**src/rtl/core/fgki_queue.sv**
```systemverilog
module fgki_queue #(
   parameter int WIDTH = 8
) (
   input  logic             clock,
   input  logic             reset,
   input  logic             in_valid,
   output logic             in_ready,
   input  logic [WIDTH-1:0] in_data,
   output logic             out_valid,
   input  logic             out_pop,
   output logic [WIDTH-1:0] out_data
);

   logic [WIDTH-1:0] data_ff [2];
   logic             wr_ff, wr_in, rd_ff, rd_in;
   logic [1:0]       cnt_ff, cnt_in;
   logic             push, pop;

   assign in_ready  = (cnt_ff != 2'd2);
   assign out_valid = (cnt_ff != 2'd0);
   assign out_data  = data_ff[rd_ff];
   assign push      = in_valid && in_ready;
   assign pop       = out_pop && out_valid;

   always_comb begin
      wr_in  = push ? !wr_ff : wr_ff;
      rd_in  = pop ? !rd_ff : rd_ff;
      cnt_in = cnt_ff + 2'(push) - 2'(pop);
   end

   always_ff @(posedge clock) begin
      if (reset) begin
         wr_ff  <= 1'b0;
         rd_ff  <= 1'b0;
         cnt_ff <= 2'd0;
      end else begin
         wr_ff  <= wr_in;
         rd_ff  <= rd_in;
         cnt_ff <= cnt_in;
      end
      if (push) begin
         data_ff[wr_ff] <= in_data;
      end
   end

`ifndef SYNTHESIS
   a_no_overfill: assert property (@(posedge clock) disable iff (reset)
      cnt_ff == 2'd2 && !pop |=> cnt_ff == 2'd2)
      else $error("queue lost or gained a word while full");
`endif

endmodule

```
**config.mk**
```make
export PLATFORM = sky130hd
export DESIGN_NAME = fgki_queue
export DESIGN_NICKNAME = d
export VERILOG_FILES = /design/src/rtl/core/fgki_queue.sv
export SDC_FILE = /design/constraint.sdc
export NUM_CORES = 1
export LEC_CHECK = 0
export BUFFER_PORTS_ARGS = -buffer_cell sky130_fd_sc_hd__buf_2
export CORE_MARGIN = 4
export CORE_UTILIZATION = 45
export DETAILED_ROUTE_END_ITERATION = 10
export PLACE_DENSITY = 0.7
export SLEW_MARGIN = 20
export SYNTH_ARGS = -nofsm -noshare
export SYNTH_HDL_FRONTEND = slang
export SYNTH_SLANG_ARGS = --single-unit
```
**constraint.sdc**
```tcl
create_clock -name clock -period 1.7 [get_ports clock]
set_input_delay 0.17 -clock clock [delete_from_list [all_inputs] [get_ports clock]]
set_output_delay 0.17 -clock clock [all_outputs]
set_load 0.02 [all_outputs]
```
# Yosys cells after proc, flatten, opt, wreduce, memory -nomap -nowiden
# Memories as Yosys holds them, arrays and structs flattened. A register that Yosys moved wholly into a read port is not among the register bits.
# Index checks and enable logic that the tools add are counted.
# word_totals
reg_bits	4
mem_bits_rw	16
inputBits	12
n_memories	1
# op_classes
n_addsub	2
eq_ne	1
n_mux	4
reduce_logical	5
# memory_table
memory	depth	width	rd	rd_ports_with_merged_regs	write_ports	line	source
data_ff	2	8	1	1	1	14	logic [WIDTH-1:0] data_ff [2];
# ops
operator	count
$mux 1	4
$add 2x1->2	1
$logic_and 1x1->1	2
$logic_not 1->1	2
$ne 2x2->1 const B	1
$reduce_bool 2->1	1
$sub 2x1->2	1

# Logic depth before layout (Yosys ltp)
# Gate-level depths: netlist of the first run.
# depth
depth_word	4
depth_mapped	6

# Least setup slack after synthesis of the first run
# OpenSTA, ideal clock, no wires.
# synth_path
kind	register -> register
start	register cnt_ff[0]
end	memory data_ff[1][0] (enable)
setup_time_ns	0.332
arrival_ns	1.015
t_required_ns	1.368
path_slack_ns	0.353
path_stages_with_launch	3
n_path_buf	0
synth_period_minus_slack_ns	1.347
cell_sequence	dfxtp_1 -> nand2b_1 -> and3_1
# synth_between
elab_chain_len	4
# synth_lines
element	line	source
start: declaration	16	logic [1:0] cnt_ff, cnt_in;
start signal: assignment	39	cnt_ff <= cnt_in;
$ne 2x2->1	19	assign in_ready = (cnt_ff != 2'd2);
named net in_ready	7	output logic in_ready,
$logic_and 1x1->1	22	assign push = in_valid && in_ready;
$mux 1	41	if (push) begin
$mux 1 (implied by the code)	42	data_ff[wr_ff] <= in_data;
end: declaration	14	
# The timed path passes the listed nets, and every way through them passes these cells.

==> out/qor.yml, run 1 <==
insertion_delay_ns: 0.30
wire_per_inst_um: 12.80
p_per_area_mw_per_mm2: 1269
die_x_um: 51
cts_made_buffers: 3
fp.coreArea_mm2: 0.001745
routed_wirelength_um: 1318
fin_crit_sh: 0.9158
areaGrowthSynthToFinish_pct: 19.10
crit_path_max_fanout: 8
synth_area_um2: 832.0
holdPathEnd: "data_ff[1][6]"
clock-root-buffer: "clkbuf_4"
vias_per_cell: 4.951
path_class: "register to output pin"
rsz0062_at_grt: "false"
hold_start: "in_data[6]"
path_clk_slew_ns: 0.11
yosys.area.top_type: "edfxtp_1"
synth_nets: 67
ant_nets: 0
cts_resized: 0
initial_utilization: 0.4767
reg2reg_depth: 6
tritoncts: "built"
n_antenna_cell: 0
hold_buffers: 0
final.setup.tns_ns: 0
grt_max_degree: 13
period_needed_ns: 1.557
ys_types: 23
synth-async-reset-ratio: 0
fmax_mhz: 642.3
crit_chain: "mux2_2, buf_2"
dr.pass1.iters: 2
min_path_cells: 1
hpwlAfterDp_um: 958.4
port_buffers: 21
grt.overflow.total: 0
worst_setup_path_end_kind: "output pin"
clock-skew-final_ns: 0.006085
die_h_um: 51
syn_area_per_cell_um2: 15.41
power_uw: 1258
r2r_start: "cnt_ff[1]"
synth_area_leaders: "edfxtp_1, dfxtp_1, mux2_2, nor2_1, and3_1"
fillers: 165
yosysWarnings: 0
leakagePower_uw: 0.0003936
yosysSeqAreaShare: 0.6977
synthTopCellsByCount: "edfxtp_1, mux2_2, dfxtp_1"
placed_cell_area_um2: 963.4
clk_path_buf_depth: 2
ys_ff_latch: 21
h-tree-depth: 1
outcome: "finished clean"
tightest_slew_ns: 0.3984
hold_viol: 0
cts_sinks: 21
required_ns: 1.53
synth_edf_count: 16
rows: 15
synth-main-ff-cell: "edfxtp_1"
num_vias: 510
final_nets: 92
post-cts-setup-buffers: 0
antenna_found_initial: 0
maxSlewViolCount: 0
drv_cap: 0
worstSetupStartpointType: "register"
gp_congestion: 0.6600
synth_top_area_frac: 0.5774
setup_viol: 0
r2r_slack_ns: 0.24
track_usage: 0.1120
cp_slowest_cell: "dfxtp_1"
irDropWorstVdd_uv: 666.1
hold_path_class: "input port to register"
final_layout_size_suffix_gt1_frac: 0.4615
relSlewSlack: 0.7344
grt_pass1_wl_um: 2152
drc: 0
fin_area_um2: 991.0
drt_iter0_drc: 4
final_core_util: 0.5677
ioPinCount: 22
arrival_ns: 1.39
syn-instance-count: 54
cpPeakStageDelay_ns: 0.55
r2r_end: "cnt_ff[1]"
die-area_mm2: 0.002601
grt_pass1_vias: 536
yosysMostFrequentCell: "edfxtp_1"
-- cell usage in the layout, fill, tap and decap left out --
master / n
buf_2: 21
edfxtp_1: 16
mux2_2: 8
dfxtp_1: 5
nor2_1: 4
clkbuf_4: 3
o21ai_0: 2
and3_1: 2
nand2b_1: 1
and2b_1: 1
o21ba_2: 1
nand3_1: 1
nand3b_1: 1
inv_1: 1
or2_2: 1
nor2b_1: 1
xor2_1: 1
a21bo_2: 1
a21oi_1: 1
nor4bb_1: 1
nor4_1: 1
o31a_1: 1
nor3_1: 1
ha_1: 1
clkinv_2: 1
-- registers in the layout, summed over array words and instances, names as in the netlist, named ones only --
signal,cells
rd_ff,1
wr_ff,1
data_ff,16
cnt_ff,2
-- how the worst max path moves through the flow --
stage / slack (ns) / depth (start not counted) / start / end
final: 0.14 / 2 / register / out_data[0]
after global routing: 0.04 / 2 / register / out_data[1]
after CTS: 0.10 / 2 / register / out_data[3]
after global placement: 0.33 / 2 / cnt_ff[0] / data_ff[1][6]
after floorplan: 0.35 / 2 / cnt_ff[0] / data_ff[1][0]
after detailed placement: 0.28 / 6 / cnt_ff[1] / cnt_ff[1]
-- worst max-delay path, delay by kind of cell, from the launching register on --
| family | cells | cell delay (ns) |
|---|---|---|
| buffers and inverters | 1 | 0.16 |
| flip-flops | 1 | 0.55 |
| multiplexers | 1 | 0.38 |
-- power breakdown --
part | switching (uW) | leakage (uW) | internal, uW
Clock | 141 | 0.0000177 | 87.5
Sequential | 53.9 | 0.000191 | 627
Combinational | 186 | 0.000185 | 163
Total | 381 | 0.000394 | 877
-- area by class of cell --
class                           instances  area (um2)  area share
Clock buffer                            3       22.52     0.02273
Clock inverter                          1       5.005    0.005051
Inverter                                1       3.754    0.003788
Multi-Input combinational cell         31       242.7      0.2449
Sequential cell                        21       580.6      0.5859
Tap cell                               25       31.28     0.03157
Timing Repair Buffer                   21       105.1      0.1061
-- through the flow --
step | setup WS, ns | hold slack [ns] | instances
2_1_floorplan | 0.3534 | 0.2391 | 54
3_3_place_gp | 0.3258 | 0.3577 | 99
3_5_place_dp | 0.2767 | 0.3620 | 99
4_1_cts | 0.1003 | 0.04579 | 103
5_1_grt | 0.04464 | 0.03350 | 103
6_report | 0.1432 | 0.05269 | 103
-- logic make-up after synthesis --
group / after synthesis / share of synthesized area
flops: 21 / 0.6977
simple gates: 15 / 0.1053
mux: 8 / 0.1083
compound gates: 6 / 0.05263
buf+inv: 2 / 0.01052
xor+xnor: 1 / 0.01053
fa+ha+maj: 1 / 0.01504
-- layer usage --
layer | vias to the layer above | track usage | routed length (um)
met1 | 246 | 0.1126 | 521
met3 | 0 | 0.04956 | 90
met4 | 0 | 0.02691 | 0
met5 | - | 0 | 0
met2 | 13 | 0.2082 | 707
li1 | 251 | - | -
No activity file was read; power rests on OpenSTA's default activity.
==> run 2, diff against run 1 <==
==> constraint.sdc (replaced) <==
create_clock -name clock -period 1.7 [get_ports clock]
set_input_delay 0.34 -clock clock [delete_from_list [all_inputs] [get_ports clock]]
set_output_delay 0.34 -clock clock [all_outputs]
set_load 0.02 [all_outputs]
==> run 2 against run 1 <==
  * Global-route usage fell by 0.26 points
  * Fmax fell by 1.9%
  * Cell area rose by 0.13%
  * Flip-flop and latch count did not move
  * Die area did not move
  * Sequential power barely moved
  * Largest power group unchanged
  * Highest routed layer unchanged
==> out/qor.yml, run 2 (synthesized netlist as in run 1, its figures left out) <==
cts_sinks: 21
outcome: "finished clean"
num_vias: 498
ff_latch_area_um2: 581.8
vias_per_cell: 4.835
die_x_um: 51
cpPeakStageDelay_ns: 0.44
fmax_mhz: 630.0
maxSlewViolCount: 0
cp_slowest_cell: "dfxtp_2"
arrival_ns: 1.25
n_antenna_cell: 0
worst_setup_path_end_kind: "output pin"
die_h_um: 51
antenna_found_initial: 0
crit_chain: "mux2_2, buf_2"
leakagePower_uw: 0.0003940
holdWs_ns: 0.2226
wire_per_inst_um: 12.43
port_buffers: 21
crit_buf_inv: 1
layout_common_cells: "buf_2, edfxtp_1, mux2_2, nor2_1, dfxtp_1"
final_layout_size_suffix_gt1_frac: 0.4744
irDropWorstVdd_uv: 908.1
die-area_mm2: 0.002601
areaGrowthSynthToFinish_pct: 19.25
multiInputGateArea_um2: 242.7
track_usage: 0.1094
insertion_delay_ns: 0.30
grt_pass1_wl_um: 2056
routed_wirelength_um: 1280
grt_max_degree: 13
final_common_cell: "buf_2"
drv_cap: 0
clk_path_buf_depth: 2
p_per_area_mw_per_mm2: 1272
tritoncts: "built"
period_needed_ns: 1.587
hold_buffers: 0
place_inst: 99
setup_viol: 0
fin_cells: 103
relSlewSlack: 0.7267
hold_path_class: "input port to register"
tightest_slew_ns: 0.4044
drt_iter0_drc: 12
reg.largest.list: "data_ff (16), cnt_ff (2)"
crit_path_max_fanout: 8
final.setup.tns_ns: 0
fp.coreArea_mm2: 0.001745
rows: 15
required_ns: 1.36
ant_nets: 0
initial_utilization: 0.4767
grt.overflow.total: 0
final_nets: 92
hpwlAfterDp_um: 974.9
path_delay_family: "flip-flops"
ioPinCount: 22
cts_made_buffers: 3
path_class: "register to output pin"
clock-skew-final_ns: 0.004940
grt_pass1_vias: 504
path_clk_slew_ns: 0.11
gp_congestion: 0.7313
rsz0062_at_grt: "false"
clock-root-buffer: "clkbuf_4"
largest-register: "data_ff"
largest_reg_flops: 16
dr.pass1.iters: 4
hold_viol: 0
fillers: 161
drc: 0
h-tree-depth: 1
fin_crit_sh: 0.9337
worstSetupStartpointType: "register"
run 2: metal layers:
metal / vias up / wire length, um / part of all wire / GRT usage
met2: 14 / 669 / 0.52 / 0.2017
li1: 250 / - / - / -
met1: 234 / 513 / 0.40 / 0.1122
met4: 0 / 0 / 0 / 0.02691
met5: - / 0 / 0 / 0
met3: 0 / 97 / 0.076 / 0.04665
run 2: power breakdown:
part           switching [uW]  total, uW  internal [uW]  leakage [uW]
registers                51.8        680            629      0.000191
logic                     191        356            165      0.000185
clock network             138        225           87.6     0.0000177
total                     381       1260            881      0.000394
run 2: stage by stage:
stage / area [um2] / utilization / setup WS (ns) / power (uW)
after floorplan: 832.0 / - / 0.3534 / 938.2
after global placement: 963.4 / 0.5520 / 0.2103 / 1036
after detailed placement: 963.4 / 0.5520 / 0.1260 / 1052
after CTS: 992.2 / 0.5685 / 0.08413 / 1281
after global routing: 992.2 / 0.5685 / 0.03317 / 1343
final: 992.2 / 0.5685 / 0.1128 / 1262
run 2: path summary, 6_finish.rpt:
kind / startpoint / slack (ns) / to / cells after the start
worst max-delay path: register / 0.11 / out_data[1] / 2
worst min-delay path: in_data[6] / 0.22 / data_ff[1][6] / 1
worst max register to register: cnt_ff[1] / 0.22 / cnt_ff[1] / 6
worst min register to register: rd_ff / 0.54 / register / 2
run 2: area by class of cell:
cell class              count  area share
multi-input cells          31      0.2446
flip-flops and latches     21      0.5864
well taps                  25     0.03153
clock buffers               3     0.02270
clock inverters             1    0.005044
repair buffers             21      0.1059
inverters                   1    0.003783
run 2: what timing repair did:
action / CTS / global route
hold endpoints to repair: 0 / 0
endpoints found under the setup margin: 8 / 0
buffers inserted: 0 / 0
resized for setup: 1 / 0
