$ cat src/rtl/core/fgki_pkg.sv
package fgki_pkg;

   localparam logic       CMD_LABEL  = 1'b0;
   localparam logic       CMD_KEY    = 1'b1;

   localparam logic [1:0] KIND_LABEL = 2'd0;
   localparam logic [1:0] KIND_ID    = 2'd1;
   localparam logic [1:0] KIND_NONE  = 2'd2;

   localparam logic [7:0] THRESHOLD_RESET = 8'd1;
   localparam logic [8:0] COUNT_MAX       = 9'd511;

   typedef enum logic [1:0] {
      ST_CLEAR,
      ST_IDLE,
      ST_PROBE,
      ST_DONE
   } state_type;

   typedef struct packed {
      logic        cmd;
      logic        line_last;
      logic [63:0] value;
   } item_type;

   typedef struct packed {
      logic [63:0] result_value;
      logic [1:0]  result_kind;
      logic        line_end;
      logic        table_full;
   } rsp_type;

   typedef struct packed {
      logic        vld;
      logic [63:0] key;
      logic [8:0]  cnt;
      logic [63:0] id;
   } entry_type;

endpackage

$ cat src/rtl/core/fgki_front.sv
module fgki_front import fgki_pkg::*; #(
   parameter int TABLE_ENTRIES = 1024,
   localparam int AW = $clog2(TABLE_ENTRIES)
) (
   input  logic          clock,
   input  logic          reset,
   input  logic          req_valid,
   output logic          req_ready,
   input  item_type      req_item,
   output logic          push_valid,
   input  logic          push_ready,
   output item_type      push_item,
   output logic [AW-1:0] push_hash
);

   localparam logic [AW:0] N_L = (AW+1)'(TABLE_ENTRIES);

   logic          vld_ff, vld_in;
   item_type      item_ff;
   logic [AW-1:0] hash_ff;
   logic [AW-1:0] fold;
   logic [AW:0]   fold_x;
   logic          accept;

   // xor-fold of the key, then one subtract brings it into the table range
   always_comb begin
      fold = '0;
      for (int j = 0; j < 64; j++) begin
         fold[j % AW] = fold[j % AW] ^ req_item.value[j];
      end
      fold_x = {1'b0, fold};
      if (fold_x >= N_L) begin
         fold_x = fold_x - N_L;
      end
   end

   assign req_ready = !vld_ff || push_ready;
   assign accept    = req_valid && req_ready;

   always_comb begin
      vld_in = vld_ff;
      if (accept) begin
         vld_in = 1'b1;
      end else if (push_ready) begin
         vld_in = 1'b0;
      end
   end

   always_ff @(posedge clock) begin
      if (reset) begin
         vld_ff <= 1'b0;
      end else begin
         vld_ff <= vld_in;
      end
      if (accept) begin
         item_ff <= req_item;
         hash_ff <= fold_x[AW-1:0];
      end
   end

   assign push_valid = vld_ff;
   assign push_item  = item_ff;
   assign push_hash  = hash_ff;

endmodule

$ cat config.mk
export PLATFORM = sky130hd
export DESIGN_NAME = fgki_front
export DESIGN_NICKNAME = d
export VERILOG_FILES = /design/src/rtl/core/fgki_pkg.sv /design/src/rtl/core/fgki_front.sv
export SDC_FILE = /design/constraint.sdc
export NUM_CORES = 1
export LEC_CHECK = 0
export BUFFER_PORTS_ARGS = -buffer_cell sky130_fd_sc_hd__buf_4
export CAP_MARGIN = 40
export CORE_ASPECT_RATIO = 0.7
export CORE_MARGIN = 10
export CORE_UTILIZATION = 45
export DETAILED_ROUTE_END_ITERATION = 16
export PLACE_DENSITY = 0.8
export SLEW_MARGIN = 25
export SYNTH_ARGS = -nofsm -noshare
export SYNTH_HDL_FRONTEND = slang
export SYNTH_SLANG_ARGS = --single-unit
$ cat constraint.sdc
create_clock -name clock -period 3.25 [get_ports clock]
set_input_delay 0.1625 -clock clock [delete_from_list [all_inputs] [get_ports clock]]
set_output_delay 0.1625 -clock clock [all_outputs]
set_load 0.03 [all_outputs]
* Word level (Yosys, flattened, before mapping)
Index checks and enable logic that the tools add are counted.
** Operators by class
- Bitwise operators :: 54
- Reductions and logical operators :: 4
- Muxes and demuxes :: 2
** Operators with widths (count)
- $xor A1 B1 Y1 :: 54
- $mux W1 :: 2
- $reduce_bool A2 Y1 :: 1
- $logic_and A1 B1 Y1 :: 1
- $logic_not A1 Y1 :: 1
- $logic_or A1 B1 Y1 :: 1
** Storage, ports and cells
- Bits of input ports :: 70
- Flip-flop bits (word level) :: 77

* Logic depth before layout (Yosys ltp)
Gate-level depths: netlist of run 1.
- Depth in word-level cells :: 6
- Mapped depth :: 2
- Depth with buffers taken out :: 2

* Least setup slack after synthesis of run 1
Ideal clock, no wire load.
- Kind :: register -> register
- Start :: register vld_ff, in the netlist push_valid
- End :: register hash_ff[0], in the netlist push_hash[0] (enable)
- Data arrival time :: 2.566 ns
- Slack :: 0.242 ns
- Clock period less this slack :: 3.008 ns
- Setup time :: 0.442 ns
- Stages on the path, launching flop included :: 3
- Buffers on the path :: 0
- Data required time :: 2.808 ns
- Cells stage by stage :: dfxtp_1 > nand2b_1 > and2_1
** On the way
- Cells in the longest elaborated chain, start to end :: 3
** RTL lines
- start, declared :: line fgki_front.sv:18 : logic vld_ff, vld_in;
- start signal, assigned :: line fgki_front.sv:53 : vld_ff <= vld_in;
- $logic_not A1 Y1 :: line fgki_front.sv:37 : assign req_ready = !vld_ff || push_ready;
- $logic_or A1 B1 Y1 :: line fgki_front.sv:37
- net req_ready :: line fgki_front.sv:8 : output logic req_ready,
- $logic_and A1 B1 Y1 :: line fgki_front.sv:38 : assign accept = req_valid && req_ready;
- net accept :: line fgki_front.sv:23 : logic accept;
- end signal, assigned :: line fgki_front.sv:57 : hash_ff <= fold_x[AW-1:0];
- end, declared :: line fgki_front.sv:20 : logic [AW-1:0] hash_ff;
The timed path passes the listed nets, and every way through them passes these cells.
A chain may end at the register's enable or synchronous reset.

* Worst setup path after layout of run 1
- Start :: register vld_ff, in the netlist push_valid
- End :: register hash_ff[8], in the netlist push_hash[8] (enable)
** On the way
- Cells in the longest elaborated chain, start to end :: 3
** RTL lines (line)
- $logic_not A1 Y1 :: fgki_front.sv:37
- $logic_or A1 B1 Y1 :: fgki_front.sv:37
- $logic_and A1 B1 Y1 :: fgki_front.sv:38
- net accept :: fgki_front.sv:23
The timed path passes the listed nets, and every way through them passes these cells.

==> results of run 1 <==
repair_timing:
item / CTS / global route
hold buffers: 49 / 15
endpoints found under the hold margin: 49 / 15
endpoints found under the setup margin: 0 / 0
cells in the mapped netlist:
| cell | count |
|---|---|
| inv_1 | 1 |
| a21oi_1 | 1 |
| dfxtp_1 | 1 |
| xnor3_1 | 14 |
| and2_1 | 1 |
| nand2b_1 | 1 |
| edfxtp_1 | 76 |
| xnor2_1 | 26 |
power groups by stage:
stage / clock [W] / sequential, W / combinational [W]
after CTS: 0.000923 / 0.00121 / 0.000549
after global routing: 0.000964 / 0.00122 / 0.000597
after floorplan: 0 / 0.00138 / 0.000129
final: 0.000904 / 0.00121 / 0.000570
after detailed placement: 0 / 0.00123 / 0.000499
after global placement: 0 / 0.00123 / 0.000484
through the flow:
step | cell area (µm²) | util (%)
6_report | 4990 | 80.4
3_5_place_dp | 4100 | 65.9
2_1_floorplan | 2870 | -
4_1_cts | 4840 | 77.9
3_3_place_gp | 4070 | 65.5
5_1_grt | 4990 | 80.4
cell families after synthesis:
| kind of cell | after synthesis |
|---|---|
| compound gates | 1 |
| simple gates | 2 |
| xor+xnor | 40 |
| buf+inv | 1 |
| flops | 77 |
worst max-delay path, cell delays in order (launching register included):
cell and delay [ns]:
dfxtp_1 0.32, nand2b_1 0.11, and2_4 0.39, buf_16 0.30
placed cells by master (no fill, tap or decap), drive strengths merged:
cell type / netlist / final
xnor3: 14 / 14
xnor2: 26 / 26
inv: 1 / 1
nand2b: 1 / 1
diode: 0 / 2
clkbuf: 0 / 10
dlygate4sd3: 0 / 64
and2: 1 / 1
a21oi: 1 / 1
bufinv: 0 / 4
buf: 0 / 148
dfxtp: 1 / 1
edfxtp: 76 / 76
clkinv: 0 / 1
sequential cells by signal, indices dropped and copies added (netlist names):
name,count
push_hash,10
push_valid,1
push_item,66
final cells by class:
type                    instances  area (µm²)  share of cell area [%]
inverters                       1        3.75                  0.0752
flip-flops and latches         77        2300                    46.1
well taps                      78        97.6                    1.95
multi-input cells              43         563                    11.3
repair buffers                212        1770                    35.5
clock buffers                  10         128                    2.56
clock inverters                 5         124                    2.48
diodes                          2        5.00                   0.100
final timing paths:
check	startpoint	endpoint	slack (ns)	cells past startpoint
setup / recovery	push_valid	push_hash[8]	1.79	3
hold / removal	req_item[43]	push_item[43]	0.03	1
setup reg to reg	push_valid	push_hash[8]	1.79	3
hold reg to reg	push_valid	push_valid	0.55	2
metal layers:
layer  share of wire (%)  global-route usage [%]  vias to the layer above
li1                    -                       -                      905
met1                  33                    16.1                      973
met2                  50                    27.4                      124
met3                  17                    11.6                        9
met4                 1.0                    3.33                        0
met5                   0                       0                        -
==> metrics.txt, run 1 <==
CTS Buffer Depth 2; pin count of the biggest net entering global routing 53; first-pass GRT wire length 12.1 mm; Total Neg Setup Slack 0 ns; H-Tree Depth 3; CTS tree yes; CTS resizes 0; Core Region 6220 µm²; Leakage roughly 2.1 nW; post-CTS setup buffer count 0; status finished clean; detailed-route via count 2011; clk sink count 77; sequential power share 45.1%; Die Ht 86.8 µm; clock share of power 33.6%; syn nets between 150 and 200; Hold WC Path Type input port to register; Peak VDD IR 0.409 mV; Syn. warnings 0; CTS root buffer clkbuf_8; routability cong. 0.728; routed len/inst approximately 21 µm; unrepaired setup endpoints after global routing no; Psw 0.000633 W; die width roughly 120 µm; fin crit period 1.46 ns; layout cells sized above 1 46.6%; DRT iter0 DRCs approximately 130; worst-margin pin slew 0.354 ns; Synth Area in Simple Gates less than 1%; Logic pwr share 21.2%; Max-Cap Viols 0; Final Setup Violations 0; Seq/Total Area, Yosys 80.3%; Initial Util between 40% and 50%; setup ws final 1.79 ns; final net count between 400 and 500; FMAX 685 MHz; register clock-pin slew on the reported worst setup and hold paths about 0.070 ns; antenna violations before repair 2; Int Power 0.00205 W; element type at the critical path start register; Layout area overhead 74.2%; Skew-Pair Late Insertion Delay 0.34 ns; crit-path max FO 52; Ports 148; Num CTS Buffers 9; Final ANT Viol Nets 0; Post-Synth XOR/XNOR Area 18.9%; synthesized area 2870 µm²; dpl cells 347; largest family of logic cells by synthesized area XOR/XNOR gates; row count 24; max-slew violation count 0; setup slack at placement 1.80 ns; Global Route Usage Sum 16.2%; PD cells 538 nW/µm²; top cells by area, synth edfxtp_1 80%, xnor3_1 11%, xnor2_1 7.9%; post-synth top area cell edfxtp_1; Avg Cell Area, Syn approximately 24 µm²; final std cells w/o fill 428; Slew HR 76.4%; clk_skew 0.00520 ns; Pre-Repair DR Iteration Count 4; Critical Path RT 3.27 ns; IO buf count 147; Fillers between 300 and 400; DP HPWL 5.37 mm; Synth Area in Compound Gates 0.175%; Hold WS 0.0261 ns; synthesized flop and latch total 77; Total Routed Length slightly below 9 mm; Hold Fails Final Rpt 0; switching part of the total power roughly a quarter; vias in the first global route approximately 2200; Die Area 10000 µm²; grt ovf 0; post-synth cell types 8; top cell type's share of synthesized area 79.6%; CP arrival 1.48 ns; adder-cell share of the synthesized area 0%; Pwr Total 0.00269 W; final period utilization between 40% and 50%; critical path type register to register; post-synthesis mux area share 0%; vias per cell roughly 4.7; Setup crit end kind register; Synth Instances between 100 and 150; drt drc 0
Power figures use the tool's default switching activity.
==> run 2, diff against run 1 <==
--- a/config.mk
+++ b/config.mk
@@ -5,13 +5,14 @@
 export SDC_FILE = /design/constraint.sdc
 export NUM_CORES = 1
 export LEC_CHECK = 0
+export ABC_AREA = 1
 export BUFFER_PORTS_ARGS = -buffer_cell sky130_fd_sc_hd__buf_4
 export CAP_MARGIN = 40
 export CORE_ASPECT_RATIO = 0.7
 export CORE_MARGIN = 10
-export CORE_UTILIZATION = 45
+export CORE_UTILIZATION = 47
 export DETAILED_ROUTE_END_ITERATION = 16
-export PLACE_DENSITY = 0.8
+export PLACE_DENSITY = 0.79
 export SLEW_MARGIN = 25
 export SYNTH_ARGS = -nofsm -noshare
 export SYNTH_HDL_FRONTEND = slang
==> constraint.sdc (replaced) <==
create_clock -name clock -period 1.4 [get_ports clock]
set_input_delay 0.07 -clock clock [delete_from_list [all_inputs] [get_ports clock]]
set_output_delay 0.07 -clock clock [all_outputs]
set_load 0.03 [all_outputs]
==> metrics.txt, run 2 <==
crit-path max FO 3 (-94%); CTS tree yes; commonest non-fill, non-tap cell in the layout nand2_1; post-synth top area cell edfxtp_1; register clock-pin slew on the reported worst setup and hold paths 0.08 ns (about the same); Layout area overhead 63.1%; grt met3 use 10.1% (-1.5 points); Core Region 6880 µm² (+11%); Hold WC Path Type input port to register; worst-margin pin slew 0.239 ns (-0.115 ns); Final Setup Violations 0 (unchanged); fin crit period between 1 and 1.5 ns; Syn. warnings 0 (unchanged); die width 122 µm (+5.5%); Die Area 11100 µm² (+11%); row count 25 (+4.2%); Ports 148 (unchanged); antenna violations before repair 1 (-1); first-pass GRT wire length 16.2 mm (+34%); routed len/inst 14.8 µm (-28%); # hold bufs at CTS 67 (+37%); CTS root buffer clkbuf_8; syn nets 422 (+120%); vias in the first global route 3326 (+53%); detailed-route via count 3059 (+52%); EDFF count, synth 76 (unchanged); Hold WS 0.0648 ns (+0.0388 ns); most frequent cells in the layout 171 x nand2_1, 147 x buf_4, 76 x edfxtp_1; final period utilization 82.8%; max-slew violation count 0 (unchanged); Hold Fails Final Rpt 0 (unchanged); GR peak layer met2; IO buf count 147 (unchanged); synthesized area 3400 µm² (+19%); CP arrival 1.26 ns (-0.22 ns); status finished clean; CTS resizes 0 (unchanged); Total Neg Setup Slack 0 ns (unchanged); grt ovf 0 (unchanged); synthesized flop and latch total 77 (unchanged); H-Tree Depth 3 (unchanged); Die Ht 91.2 µm (+5.1%); layout cells sized above 1 29.9% (-17 points); Skew-Pair Late Insertion Delay 0.34 ns (about the same); FMAX 862 MHz; Fillers 439 (+36%); GR Layer Usage met1 17.5% (+1.4 points); element type at the critical path start input port; DRT iter0 DRCs 143 (+13%); CTS Buffer Depth 2 (unchanged); Synth Instances 352 (+190%); unrepaired setup endpoints after global routing no; clk sink count 77 (unchanged); Avg Cell Area, Syn 9.67 µm² (-59%); Setup crit end kind register; Peak VDD IR 0.698 mV (+71%); top cell type's share of synthesized area 67.0% (-13 points); Pre-Repair DR Iteration Count 4 (unchanged); final net count 648 (+57%); vias per cell 4.52 (-3.8%); most frequent cells after synthesis 171 x nand2_1, 76 x edfxtp_1, 62 x inv_1; Total Routed Length 10.0 mm (+14%); asr flop ratio synth 0% (unchanged); most frequent cell after synthesis nand2_1; Final ANT Viol Nets 0 (unchanged); Initial Util 49.5% (+3.4 points); Slew HR 84.0% (+7.6 points); drt drc 0 (unchanged); clk_skew 0.00509 ns (-0.000115 ns); Num CTS Buffers 9 (unchanged); post-synth cell types 12 (+4); Critical Path RT 1.50 ns (-1.77 ns); Max-Cap Viols 0 (unchanged); Leakage 2.80 nW (+31%); Synth Flop Type edfxtp_1; Seq/Total Area, Yosys 67.6% (-13 points); PD cells 1050 nW/µm² (+94%); pin count of the biggest net entering global routing 40 (-25%); DP HPWL 6.88 mm (+28%); critical path type input port to register; routability cong. 0.787 (+8.1%); top cells by area, synth edfxtp_1 67%, nand2_1 19%, inv_1 6.8%; grt met2 use 32.7% (+5.3 points); max FFs per register 66 (unchanged); post-CTS setup buffer count 0 (unchanged); Global Route Usage Sum 18.3% (+2.0 points)
## run 2: cell count changes after synthesis
cell / before / now
inv_2: 0 / 9
nor2_1: 0 / 10
nand2_1: 0 / 171
clkbuf_2: 0 / 1
a21oi_1: 1 / 2
xor2_2: 0 / 1
xnor2_1: 26 / 2
inv_1: 1 / 62
and2_1: 1 / 0
xor2_1: 0 / 6
nand2b_1: 1 / 0
nand3_1: 0 / 11
xnor3_1: 14 / 0
## run 2: worst paths after layout
kind / startpoint / to / slack, ns / depth (start not counted)
worst min-delay path: req_valid / push_valid / 0.06 / 3
worst max register to register: push_valid / push_item[9] / 0.26 / 2
worst max-delay path: req_item[7] / push_hash[7] / 0.24 / 10
worst min register to register: push_valid / push_valid / 0.56 / 2
## run 2: where the power goes
group	internal [W]	switching [W]	total, W
Sequential	0.00272	0.0000451	0.00276
Clock	0.000986	0.000761	0.00175
Combinational	0.000554	0.000741	0.00129
## run 2: per-layer routing
layer	wire, µm	vias to the layer above	part of all wire, %
met2	5120	124	51
met1	3510	1384	35
met3	1230	17	12
met5	0	-	0
li1	-	1534	-
met4	193	0	1.9
## run 2: cells by family after synthesis
kind of cell / count (synthesis) / synth area share [%]
compound gates: 2 / 0.294
flops: 77 / 67.6
xor+xnor: 9 / 2.54
buf+inv: 72 / 7.97
simple gates: 192 / 21.6
## run 2: layout make-up
type | count | area [µm²] | share of cell area, %
antenna | 1 | 2.50 | 0.0451
sequential | 77 | 2310 | 41.5
clock inverter | 5 | 76.3 | 1.37
multi-input combinational | 203 | 842 | 15.2
timing repair buffer | 216 | 1810 | 32.7
tap | 94 | 118 | 2.12
inverter | 71 | 267 | 4.80
clock buffer | 10 | 128 | 2.30
## run 2: worst max-delay path: stages
cell           delay (ns)
dlygate4sd3_1        0.54
buf_4                0.14
inv_1                0.05
nand2_1              0.05
nand2_1              0.09
inv_1                0.05
nand2_1              0.09
nand2_1              0.06
nand2_1              0.07
nand2_1              0.05
## run 2: stage by stage
step	utilization, %	total power (W)	area [µm²]	std cells	setup slack [ns]
final	80.7	0.00580	5550	677	0.240
after global routing	80.7	0.00604	5550	677	0.122
after CTS	80.7	0.00582	5550	676	0.266
after detailed placement	67.9	0.00394	4680	594	0.274
after global placement	67.9	0.00390	4680	594	0.295
after floorplan	-	0.00342	3420	352	-0.704
==> run 3, diff against run 2 <==
--- a/config.mk
+++ b/config.mk
@@ -5,14 +5,14 @@
 export SDC_FILE = /design/constraint.sdc
 export NUM_CORES = 1
 export LEC_CHECK = 0
-export ABC_AREA = 1
+export ABC_AREA = 0
 export BUFFER_PORTS_ARGS = -buffer_cell sky130_fd_sc_hd__buf_4
 export CAP_MARGIN = 40
 export CORE_ASPECT_RATIO = 0.7
 export CORE_MARGIN = 10
-export CORE_UTILIZATION = 47
+export CORE_UTILIZATION = 40
 export DETAILED_ROUTE_END_ITERATION = 16
-export PLACE_DENSITY = 0.79
+export PLACE_DENSITY = 0.75
 export SLEW_MARGIN = 25
 export SYNTH_ARGS = -nofsm -noshare
 export SYNTH_HDL_FRONTEND = slang
==> constraint.sdc (replaced) <==
create_clock -name clock -period 1 [get_ports clock]
set_input_delay 0.05 -clock clock [delete_from_list [all_inputs] [get_ports clock]]
set_output_delay 0.05 -clock clock [all_outputs]
set_load 0.03 [all_outputs]
==> metrics.txt, run 3 (synthesis results as in run 1) <==
Hold Fails Final Rpt 0 (unchanged); critical path type register to register; status finished, violations left; DRT iter0 DRCs 110 (-23%); final net count 422 (-35%); Critical Path RT 1.03 ns (-0.47 ns); GR peak layer met2; CP max-delay cell dfxtp_4; routed len/inst 17.8 µm (+20%); CP arrival 1.15 ns (-0.11 ns); final period utilization 112%; commonest non-fill, non-tap cell in the layout buf_4; worst-margin pin slew 0.214 ns (-0.0249 ns); pin count of the biggest net entering global routing 28 (-30%); Fillers 414 (-5.7%); row count 25 (unchanged); max-slew violation count 0 (unchanged); Hold WC Path Type input port to register; Skew-Pair Late Insertion Delay 0.33 ns (about the same); Ports 148 (unchanged); most frequent cells in the layout 143 x buf_4, 76 x edfxtp_1, 68 x dlygate4sd3_1; Global Route Usage Sum 14.4% (-3.9 points); crit-path max FO 27 (+24); routability cong. 0.744 (-5.5%); design area 5070 µm² (-8.7%); grt met3 use 8.99% (-1.1 points); clk sink count 77 (unchanged); Peak VDD IR 1.09 mV (+57%); Pwr Total 0.00796 W (+37%); IO buf count 147 (unchanged); clk_skew 0.00712 ns (+0.00204 ns); Total Routed Length 8.02 mm (-20%); fin crit period 1.12 ns; crit-path cells nand2b_4 > and2_4 > buf_12; unrepaired setup endpoints after global routing yes; Buf/Inv on CP 1 (-3); Pre-Repair DR Iteration Count 4 (unchanged); setup ws final -0.122 ns (-0.363 ns); CTS root buffer clkbuf_8; PD cells 1570 nW/µm² (+50%); max FFs per register 66 (unchanged); antenna violations before repair 0 (-1); vias per cell 4.34 (-3.9%); CTS tree yes; grt met2 use 24.1% (-8.6 points); setup slack at placement -0.104 ns (-0.378 ns); GR Layer Usage met1 14.6% (-2.9 points); Max-Cap Viols 0 (unchanged); max incr delay on CP 0.35 ns (-0.19 ns); Layout area overhead 76.8%; Num CTS Buffers 9 (unchanged); layout cells sized above 1 47.8% (+18 points); Die Ht 90.8 µm (-0.42%); Initial Util 41.8% (-7.6 points); ant diodes 0 (-1); element type at the critical path start register; detailed-route via count 1954 (-36%); die width 121 µm (-0.45%); vias in the first global route 2182 (-34%); failing checks setup timing; H-Tree Depth 3 (unchanged); Final ANT Viol Nets 0 (unchanged); Core Region 6850 µm² (-0.45%); CTS Buffer Depth 2 (unchanged); Slew HR 85.6% (+1.6 points); Leakage 2.17 nW (-23%); Setup crit end kind register; grt ovf 0 (unchanged); Die Area 11000 µm² (-0.87%); first-pass GRT wire length 12.2 mm (-25%); Final Setup Violations 77 (+77); drt drc 0 (unchanged); critical path's top delay family flip-flops; FMAX 891 MHz; register clock-pin slew on the reported worst setup and hold paths 0.07 ns (about the same); Placed Area 4180 µm² (-11%)
==> run 3: cell types whose count changed in the layout (fill, tap and decap cells not counted), moves of 6 or more <==
cell / delta
nand2_1: -171
inv_1: -61
xnor2_1: +23
xnor3_1: +14
nand3_1: -11
nor2_1: -10
inv_2: -9
buf_6: +6
xor2_1: -6
==> run 3: cell type report <==
cell class / count / area [µm²] / area share, %
Clock buffer: 10 / 128 / 2.52
Clock inverter: 5 / 52.6 / 1.04
Inverter: 1 / 3.75 / 0.0741
Multi-Input combinational cell: 43 / 578 / 11.4
Sequential cell: 77 / 2310 / 45.5
Tap cell: 94 / 118 / 2.32
Timing Repair Buffer: 220 / 1880 / 37.1
==> run 3: layer usage <==
layer  part of all wire [%]  up-vias
met5                      0        -
met4                   0.77        0
met3                     14        6
met2                     49      102
met1                     36      926
li1                       -      920
==> run 3: worst reg2reg max path, delay by kind of cell (launching register included) <==
family | cells | cell delay (ns)
flops | 1 | 0.35
simple gates | 2 | 0.26
buf+inv | 1 | 0.20
==> run 3: repair_timing <==
| item | in CTS | in global routing |
|---|---|---|
| cloned | 0 | 0 |
| hold buffers | 68 | 0 |
| setup buffers | 0 | 0 |
| hold endpoints to repair | 67 | 0 |
| resized for setup | 1 | 6 |
| setup endpoints to repair | 77 | 83 |
==> run 3: worst paths after layout <==
check | startpoint | depth (start not counted) | to | slack, ns
setup / recovery | push_valid | 3 | push_item[41] | -0.12
hold / removal | push_ready | 4 | push_valid | 0.09
setup reg to reg | push_valid | 3 | push_item[41] | -0.12
hold reg to reg | push_valid | 3 | push_valid | 0.61
==> run 3: through the flow <==
step	setup TNS, ns	utilization, %	std cells	hold WS [ns]
final	-7.13	74.0	450	0.0933
after floorplan	-40.30	-	121	0.109
after CTS	-7.50	73.6	450	0.0699
after global routing	-9.23	74.0	450	0.0827
after detailed placement	-6.35	61.0	367	0.206
after global placement	-5.36	61.0	367	0.201
==> run 3: power by group <==
| group | internal [W] | switching, W |
|---|---|---|
| sequential | 0.00385 | 0.0000738 |
| combinational | 0.000974 | 0.000887 |
| clock | 0.00113 | 0.00104 |
| total | 0.00596 | 0.00200 |
